$ cat config.mk
export PLATFORM = sky130hd
export DESIGN_NAME = cartridge_bank_mapper_top
export DESIGN_NICKNAME = d
export VERILOG_FILES = /design/src/design/cbm_pkg.sv /design/src/design/cartridge_bank_mapper_top.sv
export SDC_FILE = /design/constraint.sdc
export NUM_CORES = 1
export LEC_CHECK = 0
export ABC_CLOCK_PERIOD_IN_PS = 3400
export BUFFER_PORTS_ARGS = -buffer_cell sky130_fd_sc_hd__clkbuf_2
export CAP_MARGIN = 20
export CORE_MARGIN = 8
export CORE_UTILIZATION = 30
export CTS_CLUSTER_DIAMETER = 40
export DETAILED_ROUTE_END_ITERATION = 10
export PLACE_DENSITY_LB_ADDON = 0.25
export REMOVE_ABC_BUFFERS = 1
export SLEW_MARGIN = 20
export SYNTH_ARGS = -nofsm -noshare
export SYNTH_HDL_FRONTEND = slang
export SYNTH_SLANG_ARGS = --single-unit
$ cat constraint.sdc
create_clock -name clk -period 3.4 [get_ports clk]
set_clock_uncertainty 0.1 [all_clocks]
set_input_delay 0.51 -clock clk [delete_from_list [all_inputs] [get_ports clk]]
set_output_delay 0.51 -clock clk [all_outputs]
set_load 0.1 [all_outputs]
$ cat src/design/cbm_pkg.sv
package cbm_pkg;

    localparam int ADDR_W      = 16;
    localparam int DATA_W      = 8;
    localparam int ROM_OFF_W   = 21;
    localparam int RAM_OFF_W   = 15;
    localparam int ROM_BANK_W  = 7;
    localparam int RAM_BANK_W  = 2;
    localparam int CFG_INDEX_W = 2;
    localparam int CFG_DATA_W  = 8;
    localparam int CTYPE_W     = 2;
    localparam int BANK_CNT_W  = 3;

    // byte offset bits inside one bank
    localparam int ROM_BANK_BYTES = 16384;
    localparam int RAM_BANK_BYTES = 8192;
    localparam int ROM_IN_BANK_W  = $clog2(ROM_BANK_BYTES);
    localparam int RAM_IN_BANK_W  = $clog2(RAM_BANK_BYTES);

    // register indexes on the configuration port
    localparam logic [CFG_INDEX_W-1:0] CFG_CTRL_TYPE = 2'd0;
    localparam logic [CFG_INDEX_W-1:0] CFG_RAM_BANKS = 2'd1;

    // controller codes
    localparam logic [CTYPE_W-1:0] CTRL_NONE = 2'd0;
    localparam logic [CTYPE_W-1:0] CTRL_MBC1 = 2'd1;
    localparam logic [CTYPE_W-1:0] CTRL_MBC2 = 2'd2;

    // access codes
    localparam logic OP_READ  = 1'b0;
    localparam logic OP_WRITE = 1'b1;

    // result target codes
    localparam logic [1:0] TGT_NONE = 2'd0;
    localparam logic [1:0] TGT_ROM  = 2'd1;
    localparam logic [1:0] TGT_RAM  = 2'd2;

    // register window select, address bits 14:13 below 0x8000
    localparam logic [1:0] WIN_RAM_EN   = 2'd0;
    localparam logic [1:0] WIN_ROM_LOW  = 2'd1;
    localparam logic [1:0] WIN_ROM_HIGH = 2'd2;
    localparam logic [1:0] WIN_MODE     = 2'd3;

    localparam logic [3:0] RAM_EN_KEY = 4'hA;

    typedef struct packed {
        logic                  opcode;
        logic [ADDR_W-1:0]     bus_address;
        logic [DATA_W-1:0]     write_value;
    } req_t;

    typedef struct packed {
        logic [1:0]            target;
        logic [ROM_OFF_W-1:0]  rom_offset;
        logic [RAM_OFF_W-1:0]  ram_offset;
        logic                  ram_allowed;
        logic [ROM_BANK_W-1:0] rom_bank_now;
        logic [RAM_BANK_W-1:0] ram_bank_now;
    } rsp_t;

endpackage

$ cat src/design/cartridge_bank_mapper_top.sv
// cartridge bank mapper: mbc1 / mbc2 style bank controller for cpu bus accesses
//
// req channel (req_valid / req_ready / req): one bus access per transfer.
//   writes below 0x8000 update the bank registers, reads of 0x0000-0x7fff
//   give a rom byte offset, accesses to 0xa000-0xbfff give a ram byte offset
// rsp channel (rsp_valid / rsp_ready / rsp): exactly one result per access,
//   in order, carrying target, offsets, ram_allowed and the banks after it
// cfg channel (cfg_valid / cfg_ready / cfg_index / cfg_data): index 0 is the
//   controller type, index 1 the ram bank count; cfg_ready is always high,
//   write only while no access is in flight
// path: an accepted access passes the input register, then the result register,
//   which is presented on rsp
// throughput: one access per cycle, back to back, with no bubbles, while rsp_ready is high
// stall: when rsp_ready is low the result register holds, the input register
//   still fills once, then req_ready drops until the result is taken
// reset: rom bank 1, ram bank 0, ram disabled, rom banking mode, controller
//   type none, no ram banks, both pipeline stages empty
module cartridge_bank_mapper_top (
    input  logic                                clk,
    input  logic                                rst_n,
    input  logic                                req_valid,
    output logic                                req_ready,
    input  cbm_pkg::req_t                       req,
    output logic                                rsp_valid,
    input  logic                                rsp_ready,
    output cbm_pkg::rsp_t                       rsp,
    input  logic                                cfg_valid,
    output logic                                cfg_ready,
    input  logic [cbm_pkg::CFG_INDEX_W-1:0]     cfg_index,
    input  logic [cbm_pkg::CFG_DATA_W-1:0]      cfg_data
);

    // configuration registers
    logic [cbm_pkg::CTYPE_W-1:0]    ctype_reg;
    logic [cbm_pkg::BANK_CNT_W-1:0] bank_cnt_reg;

    // controller state
    logic [cbm_pkg::ROM_BANK_W-1:0] rom_bank_reg, rom_bank_next;
    logic [cbm_pkg::RAM_BANK_W-1:0] ram_bank_reg, ram_bank_next;
    logic                           ram_en_reg, ram_en_next;
    logic                           rom_mode_reg, rom_mode_next;

    // pipeline registers
    cbm_pkg::req_t s1_reg;
    logic          s1_valid_reg;
    cbm_pkg::rsp_t rsp_reg, rsp_next;
    logic          rsp_valid_reg;

    logic out_free;
    logic s1_fire;
    logic req_fire;

    logic                           is_mbc1;
    logic                           is_mbc2;
    logic                           reg_write;
    logic [cbm_pkg::ROM_BANK_W-1:0] bank_raw;
    logic                           bank_load;

    assign out_free  = !rsp_valid_reg || rsp_ready;
    assign s1_fire   = s1_valid_reg && out_free;
    assign req_ready = !s1_valid_reg || out_free;
    assign req_fire  = req_valid && req_ready;
    assign cfg_ready = 1'b1;

    assign rsp_valid = rsp_valid_reg;
    assign rsp       = rsp_reg;

    assign is_mbc1   = (ctype_reg == cbm_pkg::CTRL_MBC1);
    assign is_mbc2   = (ctype_reg == cbm_pkg::CTRL_MBC2);
    assign reg_write = (s1_reg.opcode == cbm_pkg::OP_WRITE) && !s1_reg.bus_address[15];

    // register writes from the access sitting in the input register
    always_comb
    begin
        ram_en_next   = ram_en_reg;
        ram_bank_next = ram_bank_reg;
        rom_mode_next = rom_mode_reg;
        bank_raw      = rom_bank_reg;
        bank_load     = 1'b0;
        if (reg_write)
        begin
            case (s1_reg.bus_address[14:13])
                cbm_pkg::WIN_RAM_EN:
                begin
                    if (is_mbc1 || (is_mbc2 && !s1_reg.bus_address[4]))
                    begin
                        ram_en_next = (s1_reg.write_value[3:0] == cbm_pkg::RAM_EN_KEY);
                    end
                end
                cbm_pkg::WIN_ROM_LOW:
                begin
                    if (is_mbc1)
                    begin
                        bank_raw  = {rom_bank_reg[6:5], s1_reg.write_value[4:0]};
                        bank_load = 1'b1;
                    end
                    else if (is_mbc2)
                    begin
                        bank_raw  = {3'b000, s1_reg.write_value[3:0]};
                        bank_load = 1'b1;
                    end
                end
                cbm_pkg::WIN_ROM_HIGH:
                begin
                    if (is_mbc1)
                    begin
                        if (rom_mode_reg)
                        begin
                            bank_raw  = {s1_reg.write_value[1:0], rom_bank_reg[4:0]};
                            bank_load = 1'b1;
                        end
                        else
                        begin
                            ram_bank_next = s1_reg.write_value[1:0];
                        end
                    end
                end
                cbm_pkg::WIN_MODE:
                begin
                    if (is_mbc1)
                    begin
                        rom_mode_next = !s1_reg.write_value[0];
                        if (!s1_reg.write_value[0])
                        begin
                            ram_bank_next = '0;
                        end
                    end
                end
                default:
                begin
                    bank_load = 1'b0;
                end
            endcase
        end
        // bank zero maps to bank one
        if (bank_load && (bank_raw == '0))
        begin
            rom_bank_next = {{(cbm_pkg::ROM_BANK_W-1){1'b0}}, 1'b1};
        end
        else
        begin
            rom_bank_next = bank_raw;
        end
    end

    // address translation uses the banks as they stood before the access;
    // reads never change them, so old and new agree where it matters
    always_comb
    begin
        rsp_next.target      = cbm_pkg::TGT_NONE;
        rsp_next.rom_offset  = '0;
        rsp_next.ram_offset  = '0;
        rsp_next.ram_allowed = ram_en_next && (bank_cnt_reg != '0);
        rsp_next.rom_bank_now = rom_bank_next;
        rsp_next.ram_bank_now = ram_bank_next;
        if (!s1_reg.bus_address[15])
        begin
            if (s1_reg.opcode == cbm_pkg::OP_READ)
            begin
                rsp_next.target = cbm_pkg::TGT_ROM;
                if (!s1_reg.bus_address[14])
                begin
                    // fixed bank 0
                    rsp_next.rom_offset = {{cbm_pkg::ROM_BANK_W{1'b0}},
                                           s1_reg.bus_address[cbm_pkg::ROM_IN_BANK_W-1:0]};
                end
                else
                begin
                    rsp_next.rom_offset = {rom_bank_reg,
                                           s1_reg.bus_address[cbm_pkg::ROM_IN_BANK_W-1:0]};
                end
            end
        end
        else if (s1_reg.bus_address[15:13] == 3'b101)
        begin
            // external ram window 0xa000-0xbfff, reads and writes alike
            rsp_next.target     = cbm_pkg::TGT_RAM;
            rsp_next.ram_offset = {ram_bank_reg,
                                   s1_reg.bus_address[cbm_pkg::RAM_IN_BANK_W-1:0]};
        end
    end

    // configuration and controller state
    always_ff @(posedge clk or negedge rst_n)
    begin
        if (!rst_n)
        begin
            ctype_reg    <= cbm_pkg::CTRL_NONE;
            bank_cnt_reg <= '0;
            rom_bank_reg <= {{(cbm_pkg::ROM_BANK_W-1){1'b0}}, 1'b1};
            ram_bank_reg <= '0;
            ram_en_reg   <= 1'b0;
            rom_mode_reg <= 1'b1;
        end
        else
        begin
            if (cfg_valid && cfg_ready)
            begin
                if (cfg_index == cbm_pkg::CFG_CTRL_TYPE)
                begin
                    ctype_reg <= cfg_data[cbm_pkg::CTYPE_W-1:0];
                end
                else if (cfg_index == cbm_pkg::CFG_RAM_BANKS)
                begin
                    bank_cnt_reg <= cfg_data[cbm_pkg::BANK_CNT_W-1:0];
                end
            end
            if (s1_fire)
            begin
                rom_bank_reg <= rom_bank_next;
                ram_bank_reg <= ram_bank_next;
                ram_en_reg   <= ram_en_next;
                rom_mode_reg <= rom_mode_next;
            end
        end
    end

    // pipeline valid bits
    always_ff @(posedge clk or negedge rst_n)
    begin
        if (!rst_n)
        begin
            s1_valid_reg  <= 1'b0;
            rsp_valid_reg <= 1'b0;
        end
        else
        begin
            if (req_ready)
            begin
                s1_valid_reg <= req_valid;
            end
            if (out_free)
            begin
                rsp_valid_reg <= s1_valid_reg;
            end
        end
    end

    // pipeline payload
    always_ff @(posedge clk)
    begin
        if (req_fire)
        begin
            s1_reg <= req;
        end
        if (s1_fire)
        begin
            rsp_reg <= rsp_next;
        end
    end

`ifndef SYNTH
    // the switchable rom bank never reads as zero
    a_rom_bank_nonzero: assert property (@(posedge clk) disable iff (!rst_n)
        rom_bank_reg != '0)
        else $error("rom bank register holds zero");

    // bank state only moves when an access leaves the input register
    a_state_hold: assert property (@(posedge clk) disable iff (!rst_n)
        !s1_fire |=> $stable(rom_bank_reg) && $stable(ram_bank_reg)
                     && $stable(ram_en_reg) && $stable(rom_mode_reg))
        else $error("bank state changed with no access retiring");

    // with no controller selected nothing can be switched
    a_no_ctrl_frozen: assert property (@(posedge clk) disable iff (!rst_n)
        (ctype_reg != cbm_pkg::CTRL_MBC1 && ctype_reg != cbm_pkg::CTRL_MBC2)
        |=> $stable(rom_bank_reg) && $stable(ram_bank_reg) && $stable(ram_en_reg))
        else $error("bank state changed without a controller");

    // back pressure only when both stages are full and the output is stalled
    a_ready_low_full: assert property (@(posedge clk) disable iff (!rst_n)
        !req_ready |-> s1_valid_reg && rsp_valid_reg && !rsp_ready)
        else $error("input stalled while the pipeline has room");

    // an offset is given only for the target it belongs to
    a_offset_target: assert property (@(posedge clk) disable iff (!rst_n)
        rsp_valid_reg |-> (rsp_reg.target == cbm_pkg::TGT_RAM || rsp_reg.ram_offset == '0)
                          && (rsp_reg.target == cbm_pkg::TGT_ROM
                              || rsp_reg.rom_offset == '0))
        else $error("offset present for the wrong target");
`endif

endmodule
Yosys cells after proc, flatten, opt, wreduce, memory -nomap -nowiden
Cells that the tools add are included.
- register bits: 88
- bits of input ports: 40
- output and inout bits: 51
- logic and storage cells: 78
- equal/unequal tests: 8
- multiplexer cells: 26
- bitwise operators: 2
- reduce and logical (&&, ||, !) cells: 24
- operators with widths (kind ; count):
    $mux W7 ; 6
    $mux W22 ; 1
    $mux W21 ; 1
    $mux W2 ; 7
    $pmux W7 S2 ; 1
    $mux W1 ; 8
    $logic_not A7 Y1 ; 1
    $eq A2 B1 Y1 const B ; 3
    $eq A2 B2 Y1 const B ; 3
    $logic_and A1 B1 Y1 ; 6
    $logic_not A1 Y1 ; 5
    $eq A4 B4 Y1 const B ; 1
    $logic_not A2 Y1 ; 2
    $pmux W2 S2 ; 1
    $reduce_and A2 Y1 ; 2
    $reduce_and A4 Y1 ; 1
    $eq A3 B3 Y1 const B ; 1
    $logic_or A1 B1 Y1 ; 3
    $reduce_and A3 Y1 ; 1
    $reduce_bool A3 Y1 ; 1
    $reduce_or A3 Y1 ; 1
    $not A1 Y1 ; 2
    $pmux W1 S2 ; 1
    $reduce_or A2 Y1 ; 1

Logic depth before layout (Yosys ltp)
- depth after elaboration: 8
- mapped depth: 8
- mapped depth without buffers: 7

Worst setup path before layout
OpenSTA, ideal clock, no wires.
- kind: flip-flop to flip-flop
- start: reg rsp_valid_reg (netlist: rsp_valid)
- end: reg s1_reg[0] in the netlist's numbering, enable pin
- setup time: 0.352 ns
- arrival time: 2.673 ns
- data required time: 2.948 ns
- setup slack: 0.275 ns
- stages on the path, launching flop included: 3
- buffers on the path: 0
- period minus slack after synthesis: 3.125 ns
- path through: dfrtp_1 > nand3b_1 > and2_1
- word-level cells in the longest chain between the ends: 4
- ends and longest elaborated chain (element ; line ; source):
    from (decl) ; cartridge_bank_mapper_top.sv:47 ; logic rsp_valid_reg;
    from (signal assigned) ; cartridge_bank_mapper_top.sv:234 ; rsp_valid_reg <= s1_valid_reg;
    $logic_not A1 Y1 ; cartridge_bank_mapper_top.sv:59 ; assign out_free = !rsp_valid_reg || rsp_ready;
    $logic_or A1 B1 Y1 ; cartridge_bank_mapper_top.sv:59 ;
    $logic_or A1 B1 Y1 ; cartridge_bank_mapper_top.sv:61 ; assign req_ready = !s1_valid_reg || out_free;
    net req_ready ; cartridge_bank_mapper_top.sv:22 ; output logic req_ready,
    $logic_and A1 B1 Y1 ; cartridge_bank_mapper_top.sv:62 ; assign req_fire = req_valid && req_ready;
    net req_fire ; cartridge_bank_mapper_top.sv:51 ; logic req_fire;
    to (signal assigned) ; cartridge_bank_mapper_top.sv:244 ; s1_reg <= req;
    to (decl) ; cartridge_bank_mapper_top.sv:44 ; cbm_pkg::req_t s1_reg;
The timed path passes the listed nets, and every way through them passes these cells.
A chain may end at the register's enable or synchronous reset.

Final worst setup path
- start: reg s1_reg[22] in the netlist's numbering
- end: reg rsp_reg, in the netlist rsp[2], data pin
- word-level cells in the longest chain between the ends: 6
- elaborated cells on any way between the ends: 9
- those cells by class: eq/ne: 2; mux: 5; reduce/logical: 2
- ends and longest elaborated chain (element ; line ; source):
    $eq A2 B2 Y1 or $eq A2 B1 Y1 (tied branches) ; cartridge_bank_mapper_top.sv:82 ; case (s1_reg.bus_address[14:13])
    $pmux W7 S2 ; cartridge_bank_mapper_top.sv:82 ;
    $mux W7 ; cartridge_bank_mapper_top.sv:80 ; if (reg_write)
    $logic_not A7 Y1 ; cartridge_bank_mapper_top.sv:136 ; if (bank_load && (bank_raw == '0))
    $logic_and A1 B1 Y1 ; cartridge_bank_mapper_top.sv:136 ;
    $mux W7 (*) ; cartridge_bank_mapper_top.sv:136 ;
    net rom_bank_next (one bit) ; cartridge_bank_mapper_top.sv:38 ; logic [cbm_pkg::ROM_BANK_W-1:0] rom_bank_reg, rom_bank_next;
    to (signal assigned) ; cartridge_bank_mapper_top.sv:248 ; rsp_reg <= rsp_next;
    to (decl) ; cartridge_bank_mapper_top.sv:46 ; cbm_pkg::rsp_t rsp_reg, rsp_next;
The timed path passes the listed nets; every way through them passes the cells marked *.

==> reports/metrics.csv <==
stage;metric;value;unit
run_status;status;complete, no violations;
logic_synthesis;avgSynthCellArea;14.8;um2
floorplan;die_x;125;um
setup_path;required;3.50;ns
place;gp_congestion;0.838;
setup_path;slowest_delay;0.55;ns
drt;vias;2216;
logic_synthesis;ys_warn_count;0;
pwr;leakage;1.93;nW
layout;multiInputGateArea;937;um2
logic_synthesis;async_flop_share;20.5;%
floorplan;num_rows;40;
logic_synthesis;synthTopCellsByArea;edfxtp_1 (58%), dfrtp_1 (11%), and3_1 (2.8%);
setup_path;rr_startpoint;s1_reg[22];
sta;finalCriticalPeriod;2.23;ns
logic_synthesis;synthFlopType;edfxtp_1;
drt;final_antenna_net_count;0;
global_route;grt_pass1_wl;12200;um
pwr;pwr-share-comb;21.9;%
pwr;p_seq_share;43.0;%
logic_synthesis;syn_inst;243;
logic_synthesis;synth.cell_area;3590;um2
pwr;switching_share;32.1;%
sta;finalSetupViolCount;0;
setup_path;reg2reg_setup_slack;1.17;ns
drt;viasPerCell;4.61;
setup_path;rr_endpoint;rsp[2];
setup_path;cp.buffers_inverters;1;
pwr;powerDensity;709;nW/um2
layout;final_common_cell;clkbuf_2;
layout;area_growth_syn_to_layout;25.4;%
clock_network;postCtsHoldBufs;0;
logic_synthesis;synth-edff-count;70;
global_route;first_global_vias;2337;
floorplan;ios;91;
clock_network;insertion_delay;0.34;ns
drt;first_pass_iters;4;
pwr;switching_power;1.03;mW
layout;ff_latch_area;2550;um2
clock_network;cts_made_buffers;9;
layout;drive_above_1_share;37.7;%
setup_path;worstPathMaxFanout;11;
global_route;antenna_found_initial;0;
clock_network;cts_tree;yes;
clock_network;cts_resized;0;
logic_synthesis;synth_seq_cells;88;
drt;wl_met3;388;um
run;cap_violations;0;
sta;hold_viol_final;0;
sta;timing.hold.ws;0.0261;ns
pwr;irDropWorstVdd;0.274;mV
pwr;clkPwrFrac;35.1;%
setup_path;end_kind;flip-flop;
drt;wire_per_inst;16.1;um
global_route;grt_max_degree;32;
drt;routed.top_layer;met4;
floorplan;die_h;125;um
sta;period_share;65.7;%
logic_synthesis;seq_area_frac_synth;71.1;%
sta;rsz0062_at_grt;false;
layout;final_cell_mix;clkbuf_2 (81), edfxtp_1 (70), o21ai_0 (16), and3_1 (16), dfrtp_1 (16);
sta;fmax;448;MHz
drt;wl_met2;3850;um
pwr;p_int;2.17;mW
global_route;grtUsageTotal;10.1;%
setup_path;reg2regPathDepth;7;
logic_synthesis;synth_cell_types;48;
sta;setup_tns;0;ns
setup_path;critPathKind;reg -> reg;
floorplan;start_util;30.3;%
global_route;global_route.overflow_total;0;
layout;final_nets;377;
setup_path;startpoint_type;flip-flop;
place;hpwl;5550;um
clock_network;post_cts_buffers;0;
floorplan;coreArea;11900;um2
clock_network;clock_sinks;88;
drt;drc_errors;0;
drt;drt_wl_total;7730;um
setup_path;cp_top_family;compound AO/OA/AOI/OAI gates;
drt;drt-initial-drc-count;124;
clock_network;root_buffer;clkbuf_16;
clock_network;clockBufferDepth;2;
clock_network;cts-htree-levels;3;
setup_path;worstPathCellList;inv_1, ha_1, nand3b_4, a211o_2, a22oi_2, nand4_1, nand2_1;
layout;largest_register_ffs;48;
drt;m1WireLength;3320;um
place;port_buffers;81;
layout;fill_cells;1132;
setup_path;cp_data_arrival_time;2.33;ns
clock_network;cts.clk_slew.worst_paths;0.06;ns
floorplan;dieArea;15700;um2
logic_synthesis;synth.top_cell.area_share;58.5;%
logic_synthesis;yosys.area.top_type;edfxtp_1;
sta;max_slew_margin;53.2;%
min_path;hold_path_class;in -> async;
setup_path;cpMaxStageDelayCell;edfxtp_1;
sta;tightest_slew;0.701;ns
sta;final_max_slew_viol_count;0;
layout;antennaDiodeCount;0;
## power groups by stage
stage / sequential, mW / combinational [mW] / clock (mW)
global route: 1.39 / 0.740 / 1.19
finish: 1.37 / 0.701 / 1.12
detailed placement: 1.40 / 0.707 / 0
floorplan: 1.76 / 0.192 / 0
CTS: 1.38 / 0.708 / 1.15
global placement: 1.39 / 0.699 / 0
## cells in the mapped netlist (2+ instances only)
| cell type | count |
|---|---|
| edfxtp_1 | 70 |
| and3_1 | 16 |
| dfrtp_1 | 16 |
| o21ai_0 | 16 |
| and2_1 | 15 |
| inv_1 | 11 |
| nand2_1 | 10 |
| mux2_2 | 8 |
| and3_2 | 7 |
| clkbuf_1 | 7 |
| ha_1 | 7 |
| nor2_1 | 6 |
| a22oi_1 | 4 |
| nand2b_1 | 4 |
| nand3_1 | 4 |
| nor3_1 | 4 |
| o21ai_1 | 3 |
| buf_6 | 2 |
| dfstp_2 | 2 |
| nand3b_1 | 2 |
| nor4bb_1 | 2 |
## routing by layer
layer | vias to the layer above | track usage, %
met5 | - | 0
met4 | 0 | 5.59
met3 | 11 | 2.97
met2 | 53 | 16.9
met1 | 1079 | 11.2
li1 | 1073 | -
## cell families after synthesis
group           Yosys count  synth area share [%]
flops                    88                  71.1
simple gates             79                  13.7
compound gates           37                  7.07
buf+inv                  22                  2.82
mux                       9                  2.79
fa+ha+maj                 7                  2.44
other cells               1                 0.104
## how the worst max path moves through the flow
stage / from / to / depth (start not counted)
detailed placement: rsp_ready / rsp[18] / 5
global placement: rsp_ready / rsp[33] / 5
finish: s1_reg[22] / rsp[2] / 7
CTS: s1_reg[22] / rsp[2] / 7
floorplan: rsp_valid / ram_bank_reg[0] / 4
global route: s1_reg[22] / rsp[2] / 7
## per-stage QoR
step / worst slack, ns / util [%] / instances / power (mW) / cell area [um2]
after floorplan: 0.102 / - / 233 / 1.96 / 3540
after global placement: 1.07 / 35.1 / 466 / 2.09 / 4160
after detailed placement: 1.01 / 35.1 / 466 / 2.10 / 4160
after CTS: 1.13 / 38.0 / 481 / 3.24 / 4510
after global routing: 0.988 / 38.0 / 481 / 3.32 / 4510
final: 1.17 / 38.0 / 481 / 3.20 / 4510
## worst register-to-register path, cell delays in order, from the launching register on
cell and delay [ns]:
edfxtp_1 0.55, inv_1 0.12, ha_1 0.33, nand3b_4 0.14, a211o_2 0.37, a22oi_2 0.23
nand4_1 0.15, nand2_1 0.11
## final cells by class
type,instances,share of cell area (%)
Sequential cell,88,56.7
Timing Repair Buffer,86,9.83
Inverter,12,0.999
Tap cell,147,4.08
Multi-Input combinational cell,133,20.8
Clock buffer,9,5.00
Clock inverter,6,2.61
No activity file was read; power rests on OpenSTA's default activity.
